`src/sv/lus_pkg.sv`:
```
// Shared constants and types for the largest uniform square scan block.
`default_nettype none

package lus_pkg;

    // Fixed field widths
    localparam int CHAR_W       = 8;
    localparam int CFG_W        = 9;
    localparam int OUT_SIZE_W   = 9;
    localparam int OUT_POS_W    = 8;

    // Defaults
    localparam int MAX_SIDE_DEF = 256;
    localparam int SIDE_RESET   = 16;

    // Flags from the cell evaluator to the scan control
    typedef struct packed {
        logic match;    // cell extends a uniform square
        logic better;   // new size strictly beats the running best
    } t_eval_flags;

endpackage

`default_nettype wire

```
`src/sv/lus_cell_eval.sv`:
```
// Cell evaluator: neighbor match, minimum of three sizes plus one, best compare.
`default_nettype none

module lus_cell_eval #(
    parameter int SIZE_W = $clog2(lus_pkg::MAX_SIDE_DEF + 1)
) (
    input  wire logic [lus_pkg::CHAR_W-1:0] i_cell_char,
    input  wire logic [lus_pkg::CHAR_W-1:0] i_up_char,
    input  wire logic [SIZE_W-1:0]          i_up_size,
    input  wire logic [lus_pkg::CHAR_W-1:0] i_left_char,
    input  wire logic [SIZE_W-1:0]          i_left_size,
    input  wire logic [lus_pkg::CHAR_W-1:0] i_diag_char,
    input  wire logic [SIZE_W-1:0]          i_diag_size,
    input  wire logic                       i_edge,
    input  wire logic [SIZE_W-1:0]          i_best_size,
    output logic      [SIZE_W-1:0]          o_size,
    output lus_pkg::t_eval_flags            o_flags
);

    logic [SIZE_W-1:0] min_size;
    logic              match;

    always_comb begin
        match = !i_edge && (i_cell_char == i_up_char) &&
                (i_cell_char == i_left_char) && (i_cell_char == i_diag_char);

        // take the smallest of the three neighbor sizes
        min_size = i_up_size;
        if (i_left_size < min_size) begin
            min_size = i_left_size;
        end
        if (i_diag_size < min_size) begin
            min_size = i_diag_size;
        end

        o_size = match ? (min_size + SIZE_W'(1)) : SIZE_W'(1);

        o_flags.match  = match;
        o_flags.better = match && (o_size > i_best_size);
    end

endmodule

`default_nettype wire

```
`config.mk`:
```
export PLATFORM = sky130hd
export DESIGN_NAME = lus_cell_eval
export DESIGN_NICKNAME = d
export VERILOG_FILES = /design/src/sv/lus_pkg.sv /design/src/sv/lus_cell_eval.sv
export SDC_FILE = /design/constraint.sdc
export NUM_CORES = 1
export LEC_CHECK = 0
export BUFFER_PORTS_ARGS = -buffer_cell sky130_fd_sc_hd__buf_4
export CORE_MARGIN = 3
export CORE_UTILIZATION = 35
export DETAILED_ROUTE_END_ITERATION = 10
export GPL_TIMING_DRIVEN = 0
export PLACE_DENSITY = 0.67
export SLEW_MARGIN = 20
export SYNTH_ARGS = -nofsm -noshare
export SYNTH_HDL_FRONTEND = slang
export SYNTH_SLANG_ARGS = --single-unit
```
`constraint.sdc`:
```
create_clock -name vclk -period 15.85
set_input_delay 4.755 -clock vclk [all_inputs]
set_output_delay 4.755 -clock vclk [all_outputs]
set_load 0.05 [all_outputs]
```
==> metrics.cfg <==
[synthesis]
syn_area_per_cell_um2 = 7.21
synth_simple_gate_area_share_pct = 25.7
yosys.cell_count.top_type = inv_1
seq_area_frac_synth_pct = 0
synthAdderAreaFrac_pct = 24.0
synthCells = 188
synth_top_area_cell = ha_1
synthMuxAreaShare_pct = 11.1
synth_fp_nets = 283
synth_compound_area_share_pct = 22.6
yosysUniqueCellTypes = 44
netlist.area_leader.share_pct = 24.0
ys_warn_count = 0
synth_top_family_by_area = simple AND/OR/NAND/NOR gates
synth_common_cells = inv_1 (28), ha_1 (26), mux2i_1 (15)
syn_area_um2 = 1360
yosys-top-cells-area = ha_1 (24%), mux2i_1 (11%), inv_1 (7.7%)
synthXorXnorAreaFrac_pct = 7.10

[place]
routabilityCongestion = 0.805
place_ws_ns = 0.900
portBuffers = 80
dp_hpwl_mm = 3.40

[worst_hold_path]
hold_end = o_flags[0]
min_path_type = in -> out
hp-start = i_best_size[8]
hold_path_depth = 6

[clock_network]
cts_hold_buf = 0
post_cts_resized = 0
post_cts_buffers = 0

[layout]
nets = 365
n_clock_buffer = 0
area_delta_synth_final_pct = 48.5
drive_above_1_share_pct = 34.7
seq_area_um2 = 0
finalCoreUtilization_pct = 57.2
diodes = 0
fillCellCount = 379
multi_input_area_um2 = 1230
seq_cell_count = 0

[drt]
drt_iter0_markers = 53
drc = 0
first_pass_iters = 4
antenna_left = 0
vias = 1564
via_per_inst = 4.98
drt-total-wl_mm = 3.70
wl_per_cell_um = 11.8

[global_route]
grt_max_degree = 11
antenna_found_initial = 0
grt-ovfl-total = 0
grt.total_usage_pct = 15.9
grt_pass1_vias = 1468
grt_pass1_wl_mm = 6.04

[timing]
maxSlewViolCount = 0
worst_pin_slew_ns = 0.566
rsz0062_at_grt = no
max_freq_mhz = 67.0
tns_ns = 0
setup-violations-final = 0
hold_viol = 0
fin_ws_ns = 0.931
min_period_ns = 14.92
relSlewSlack_pct = 62.0
min_period_over_period_pct = 94.1

[floorplan]
die_y_um = 68.3
die_w_um = 68.3
core_area_um2 = 3520
ios = 80
fp.dieArea_um2 = 4660
initial_core_util_pct = 38.5
floorplan.rows = 21

[worst_setup_path]
crit_required_ns = 11.10
cp_data_arrival_time_ns = 10.16
critPathMaxFanout = 10
criticalPathCategory = in -> out
crit_buf_inv = 4
crit_path_max_incr_delay_ns = 0.34
slowest_stage = mux2i_1
path_delay_family = compound AO/OA/AOI/OAI gates
startpoint_type = input pin
endpoint_kind = output pin

[power_and_ir_drop]
p_total_uw = 61.7
power_density_nw_per_um2 = 30.6
irDropWorstVdd_uv = 18.4
p_leak_uw = 0.00108

[run_status]
outcome = finished, final reports clean

[job]
drv_cap = 0

==> layout make-up <==
type               count  area share, %
repair buffers        80           29.8
inverters             28           5.22
plain buffers          3           1.18
multi-input cells    157           60.9
well taps             46           2.86
==> metal layers <==
metal,GRT usage (%),vias to the layer above,part of all wire (%)
li1,-,849,-
met1,20.9,662,44
met2,29.7,53,48
met3,1.31,0,8.6
met4,0,0,0
met5,0,-,0
==> per-stage QoR <==
| stage | std cells | hold WS (ns) | instance area (µm²) |
|---|---|---|---|
| finish | 314 | 10.08 | 2010 |
| detailed placement | 314 | 10.09 | 2010 |
| global route | 314 | 10.13 | 2010 |
| global placement | 314 | 10.09 | 2010 |
| floorplan | 188 | 9.89 | 1360 |
| CTS | 314 | 10.09 | 2010 |
==> where the power goes <==
group | total (µW) | switching (µW) | internal (µW) | leakage [µW]
registers | 0 | 0 | 0 | 0
clock network | 0 | 0 | 0 | 0
logic | 61.7 | 29.6 | 32.1 | 0.00108
total | 61.7 | 29.6 | 32.1 | 0.00108
==> tightest hold or removal path, cell delays in order <==
cell	delay, ns
buf_4	0.07
inv_1	0.03
ha_1	0.18
inv_1	0.05
a211oi_1	0.05
buf_4	0.19
==> cell usage in the layout, fill, tap and decap left out, types with 2 or more instances in the layout <==
| cell type | instances |
|---|---|
| nand3_1 | 10 |
| o21ai_1 | 3 |
| nor3_1 | 5 |
| a21oi_2 | 2 |
| nand2_1 | 8 |
| ha_1 | 26 |
| nor2_1 | 12 |
| mux2i_1 | 15 |
| and3_1 | 2 |
| inv_1 | 28 |
| a21oi_1 | 11 |
| a31oi_1 | 3 |
| nor4_1 | 3 |
| buf_4 | 81 |
| a21o_1 | 3 |
| a221oi_1 | 2 |
| o31ai_1 | 2 |
| nand4_1 | 6 |
| xor2_1 | 5 |
| o21ai_0 | 4 |
| xnor2_1 | 6 |
| or3_1 | 3 |
| nor3b_2 | 2 |
| o21a_1 | 6 |
==> logic make-up after synthesis <==
group / after synthesis
buf+inv: 31
compound gates: 43
simple gates: 62
fa+ha+maj: 26
xor+xnor: 11
mux: 15
==> worst max path at each step <==
| stage | startpoint | endpoint | slack [ns] | cells after the start |
|---|---|---|---|---|
| 6_report | i_up_size[4] | o_flags[0] | 0.93 | 28 |
| 5_1_grt | i_up_size[4] | o_flags[0] | 0.34 | 28 |
| 4_1_cts | i_up_size[4] | o_flags[0] | 0.86 | 28 |
| 3_5_place_dp | i_up_size[4] | o_flags[0] | 0.90 | 28 |
| 3_3_place_gp | i_up_size[4] | o_flags[0] | 0.90 | 28 |
| 2_1_floorplan | i_up_size[4] | o_flags[0] | 0.31 | 26 |
Power figures use the tool's default switching activity.
