## config.mk

```make
export PLATFORM = sky130hd
export DESIGN_NAME = lus_line_mem
export DESIGN_NICKNAME = d
export VERILOG_FILES = /design/src/sv/lus_pkg.sv /design/src/sv/lus_line_mem.sv
export SDC_FILE = /design/constraint.sdc
export NUM_CORES = 2
export LEC_CHECK = 0
export BUFFER_PORTS_ARGS = -buffer_cell sky130_fd_sc_hd__buf_4
export CORE_ASPECT_RATIO = 0.9
export CORE_MARGIN = 2
export CORE_UTILIZATION = 30
export CTS_CLUSTER_SIZE = 12
export DETAILED_ROUTE_END_ITERATION = 7
export GPL_TIMING_DRIVEN = 1
export PLACE_DENSITY_LB_ADDON = 0.25
export SLEW_MARGIN = 5
export SYNTH_ARGS = -nofsm -noshare
export SYNTH_HDL_FRONTEND = slang
export SYNTH_MEMORY_MAX_BITS = 65536
export SYNTH_SLANG_ARGS = --single-unit
export TNS_END_PERCENT = 50
```

## constraint.sdc

```tcl
create_clock -name i_clk -period 4.15 [get_ports i_clk]
set_input_delay 0.2075 -clock i_clk [delete_from_list [all_inputs] [get_ports i_clk]]
set_output_delay 0.2075 -clock i_clk [all_outputs]
set_load 0.005 [all_outputs]
```

## src/sv/lus_pkg.sv

```systemverilog
// Shared constants and types for the largest uniform square scan block.
`default_nettype none

package lus_pkg;

    // Fixed field widths
    localparam int CHAR_W       = 8;
    localparam int CFG_W        = 9;
    localparam int OUT_SIZE_W   = 9;
    localparam int OUT_POS_W    = 8;

    // Defaults
    localparam int MAX_SIDE_DEF = 256;
    localparam int SIDE_RESET   = 16;

    // Flags from the cell evaluator to the scan control
    typedef struct packed {
        logic match;    // cell extends a uniform square
        logic better;   // new size strictly beats the running best
    } t_eval_flags;

endpackage

`default_nettype wire

```

## src/sv/lus_line_mem.sv

```systemverilog
// Line buffer memory: one write port, one registered read port.
`default_nettype none

module lus_line_mem #(
    parameter int DEPTH  = lus_pkg::MAX_SIDE_DEF,
    parameter int ADDR_W = $clog2(lus_pkg::MAX_SIDE_DEF),
    parameter int DATA_W = lus_pkg::CHAR_W + lus_pkg::OUT_SIZE_W
) (
    input  wire logic              i_clk,
    input  wire logic              i_wr_en,
    input  wire logic [ADDR_W-1:0] i_wr_addr,
    input  wire logic [DATA_W-1:0] i_wr_data,
    input  wire logic [ADDR_W-1:0] i_rd_addr,
    output logic      [DATA_W-1:0] o_rd_data
);

    logic [DATA_W-1:0] r_mem [DEPTH];
    logic [DATA_W-1:0] r_rd_data;

    always_ff @(posedge i_clk) begin
        if (i_wr_en) begin
            r_mem[i_wr_addr] <= i_wr_data;
        end
    end

    always_ff @(posedge i_clk) begin
        r_rd_data <= r_mem[i_rd_addr];
    end

    assign o_rd_data = r_rd_data;

endmodule

`default_nettype wire

```

==> summary.txt <==
Post-Route Skew = 0.0873 ns
Worst Hold Class = in2reg
Root Buffer = clkbuf_16
fmax = 0.262 GHz
Tightest Pin Transition = 1.36 ns
Internal Pwr Total = 71.8 mW
CTS tree = done
Core Rows = 262
Worst R2R Path Depth = 7
hold_sp = i_wr_addr[2]
routed vias/inst = 5.21
Yosys cell types = 74
Post-DP Area = 183,000 um^2
Clk pwr share = 41.6%
CTS Buf Count = 456
via count = 85.5k
startpoint types = primary input
crit end category = register
routed length per instance = 31.3 um
sequential power share = 52.9%
dominant synthesized flop cell = edfxtp_1
cell chain of the critical path = dlygate4sd3_1, buf_8, or2_4, buf_12, buf_4, o22ai_1, o22ai_1, or4_1, nor4_2, and4_1
largest net degree at the start of global routing = 110
CP arrival = 4.81 ns
hold worst-path end = r_mem[205][3]
crit-path max cell delay = 1.11 ns
P_leak = 61.5 nW
CTS Buffer Depth = 4
Boundary Pins = 52
antenna-violating nets left = 0
Slowest-stage cell, CP = nor4_2
first-pass GRT wire length = 703 mm
Routed WL = 514 mm
Reg area = 131,000 um^2
htree depth = 5
post-synthesis sequential area ratio = 77.2%
pwr dens = 469 nW/um^2
initial antenna violation count = 53
Min-Delay Path Depth = 4
Gate power share = 5.5%
CP dominant cell by count = o22ai_1
CTS resizes = 0
syn_nets = 7,832
Relative slew margins = 8.60%
Worst Path Max Fanout = 31
Clock Latency Late Sink = 1.06 ns
post-layout util = 34.9%
area grow syn2layout = 15.9%
TritonRoute pass-1 iters = 5
R2R Setup Slk = 0.81 ns
layout cell share with drive strength beyond 1 = 27.6%
Sw Pwr = 20.5 mW
Initial Util = 30.1%
status = finished clean
multi-input logic area = 35,700 um^2
critical path type = in2reg
die area = 572,000 um^2
routability cong. = 0.904
Filler Cells Inserted = 52.2k
die width = 797 um
final slew viol count = 0
Total Routing Usage GR = 17.4%
number of synthesized flops with an enable pin = 4,352
Post-DP HPWL = 318 mm
clock transition at the registers of the reported paths = 0.06 ns
clk sink count = 4,369
post-route DRC violation count = 0
number of global-route vias before repair = 84.8k
period utilization = 91.9%
DRT iter0 DRCs = 11.6k
grt total ovfl = 0
Final Net Count = 8,555
Tmin final = 3.81 ns
Synth Cell Area = 170,000 um^2
RSZ-0062 raised after global routing = false
RR Startpoint = r_mem[246][5]
MaxCap Viol Count = 0
Sw Ratio = 22.2%
endpoints failing setup = 0
Synth async-reset ratio = 0%
Die H = 718 um
register bit count reported by yosys = 4,369
synthesized area per cell = 21.8 um^2
reg-to-reg endpoint = o_rd_data[5]
critical path required time = 5.15 ns
Core Region = 564,000 um^2
maximum vdd drop = 0.000375 V
final instance area = 197,000 um^2
final hold violations = 0
cell count after synthesis = 7,797
Syn. warnings = 0
PortBufs = 51
worst max-delay path by stage:
stage,startpoint,endpoint,cells after the start
2_1_floorplan,i_wr_addr[3],r_mem[235][0],6
3_5_place_dp,i_rd_addr[1],o_rd_data[5],12
5_1_grt,i_rd_addr[2],o_rd_data[5],13
3_3_place_gp,i_rd_addr[1],o_rd_data[5],12
4_1_cts,i_rd_addr[2],o_rd_data[5],13
6_report,i_rd_addr[2],o_rd_data[16],10
cells in the final DEF (no fill, tap or decap), types with 52 or more instances in the layout:
master / instances
mux2i_1: 509
edfxtp_1: 4352
buf_12: 80
clkinv_1: 99
nor3_1: 109
clkinv_2: 52
a21oi_1: 108
nand3_1: 55
buf_4: 609
nand2_1: 215
o221ai_1: 134
clkbuf_1: 143
clkbuf_16: 458
nor2_1: 126
o22ai_1: 186
mux4_2: 897
nor2_2: 206
critical path, delay by kind of cell:
kind,cells,cell delay [ns]
AND/OR/NAND/NOR,4,2.51
buffers and inverters,4,1.26
AO/OA/AOI/OAI,2,0.73
through the flow:
step	hold WS (ns)	worst slack, ns	TNS [ns]	total power, mW	instances
floorplan	0.306	1.73	0	52.1	7797
global placement	0.675	-0.278	-0.839	54.7	15600
detailed placement	0.691	-0.342	-0.736	54.8	15600
CTS	0.0348	0.385	0	93.1	16400
global route	0.0288	0.425	0	94.9	16400
finish	0.106	0.338	0	92.3	16400
flip-flops by register name, indices dropped and copies added, names as in the netlist:
name / count
o_rd_data: 17
r_mem: 4352
cells by family after synthesis:
family	count (synthesis)	share of synthesized area, %
DFF	4369	77.2
AOI/OAI and AO/OA	649	2.71
buffers and inverters	471	2.14
muxes	1472	15.8
and+or+nand+nor	836	2.19
area by class of cell:
type	count	area share, %
multi-input cells	2957	18.2
clock buffers	609	6.15
clock inverters	202	0.864
repair buffers	731	3.41
well taps	7524	4.78
diodes	15	0.0191
flip-flops and latches	4369	66.6
inverters	5	0.0165
routing by layer:
layer / global-route usage (%) / share of wire [%]
met1: 25.5 / 44
met2: 26.7 / 45
met3: 3.06 / 7.7
met4: 5.03 / 3.0
met5: 0 / 0.016
synth_stat cells (6+ instances only):
cell / number / area share (%)
and3_1: 8 / 0.029
clkbuf_8: 12 / 0.097
a21oi_1: 108 / 0.32
buf_1: 38 / 0.084
nand4_1: 21 / 0.077
nor3_1: 109 / 0.32
nor2b_1: 14 / 0.052
or3_1: 14 / 0.052
buf_2: 95 / 0.28
clkbuf_1: 150 / 0.33
nor4_1: 14 / 0.052
buf_12: 44 / 0.52
a31oi_1: 14 / 0.052
a22o_1: 13 / 0.067
o22a_1: 11 / 0.057
a22oi_1: 33 / 0.15
o22ai_1: 186 / 0.69
a32oi_1: 9 / 0.046
and4_1: 6 / 0.031
dfxtp_1: 17 / 0.20
a211oi_1: 16 / 0.071
o221ai_1: 134 / 0.69
buf_4: 37 / 0.16
buf_8: 30 / 0.27
buf_6: 57 / 0.38
o311ai_0: 13 / 0.067
o21ai_0: 42 / 0.12
o311a_1: 14 / 0.083
edfxtp_1: 4352 / 77
nand3_1: 65 / 0.19
nor2_1: 333 / 0.74
mux4_2: 897 / 12
nand3b_1: 6 / 0.027
mux2_2: 20 / 0.13
mux2i_1: 509 / 3.0
nand2_1: 216 / 0.48
a311oi_1: 6 / 0.031
mux4_1: 46 / 0.71
power by group through the flow:
stage          registers, mW  clock network (mW)  logic [mW]
3_5_place_dp            49.7                   0        5.05
2_1_floorplan           49.6                   0        2.48
4_1_cts                 48.8                39.2        5.08
5_1_grt                 48.8                40.9        5.25
3_3_place_gp            49.7                   0        4.98
6_report                48.8                38.4        5.03
what timing repair did:
item                                   in CTS  in global routing
endpoints found under the hold margin    1709                  0
setup buffers                               0                  0
setup endpoints to repair                   0                  0
hold buffers                               21                  0
Power figures use the tool's default switching activity.
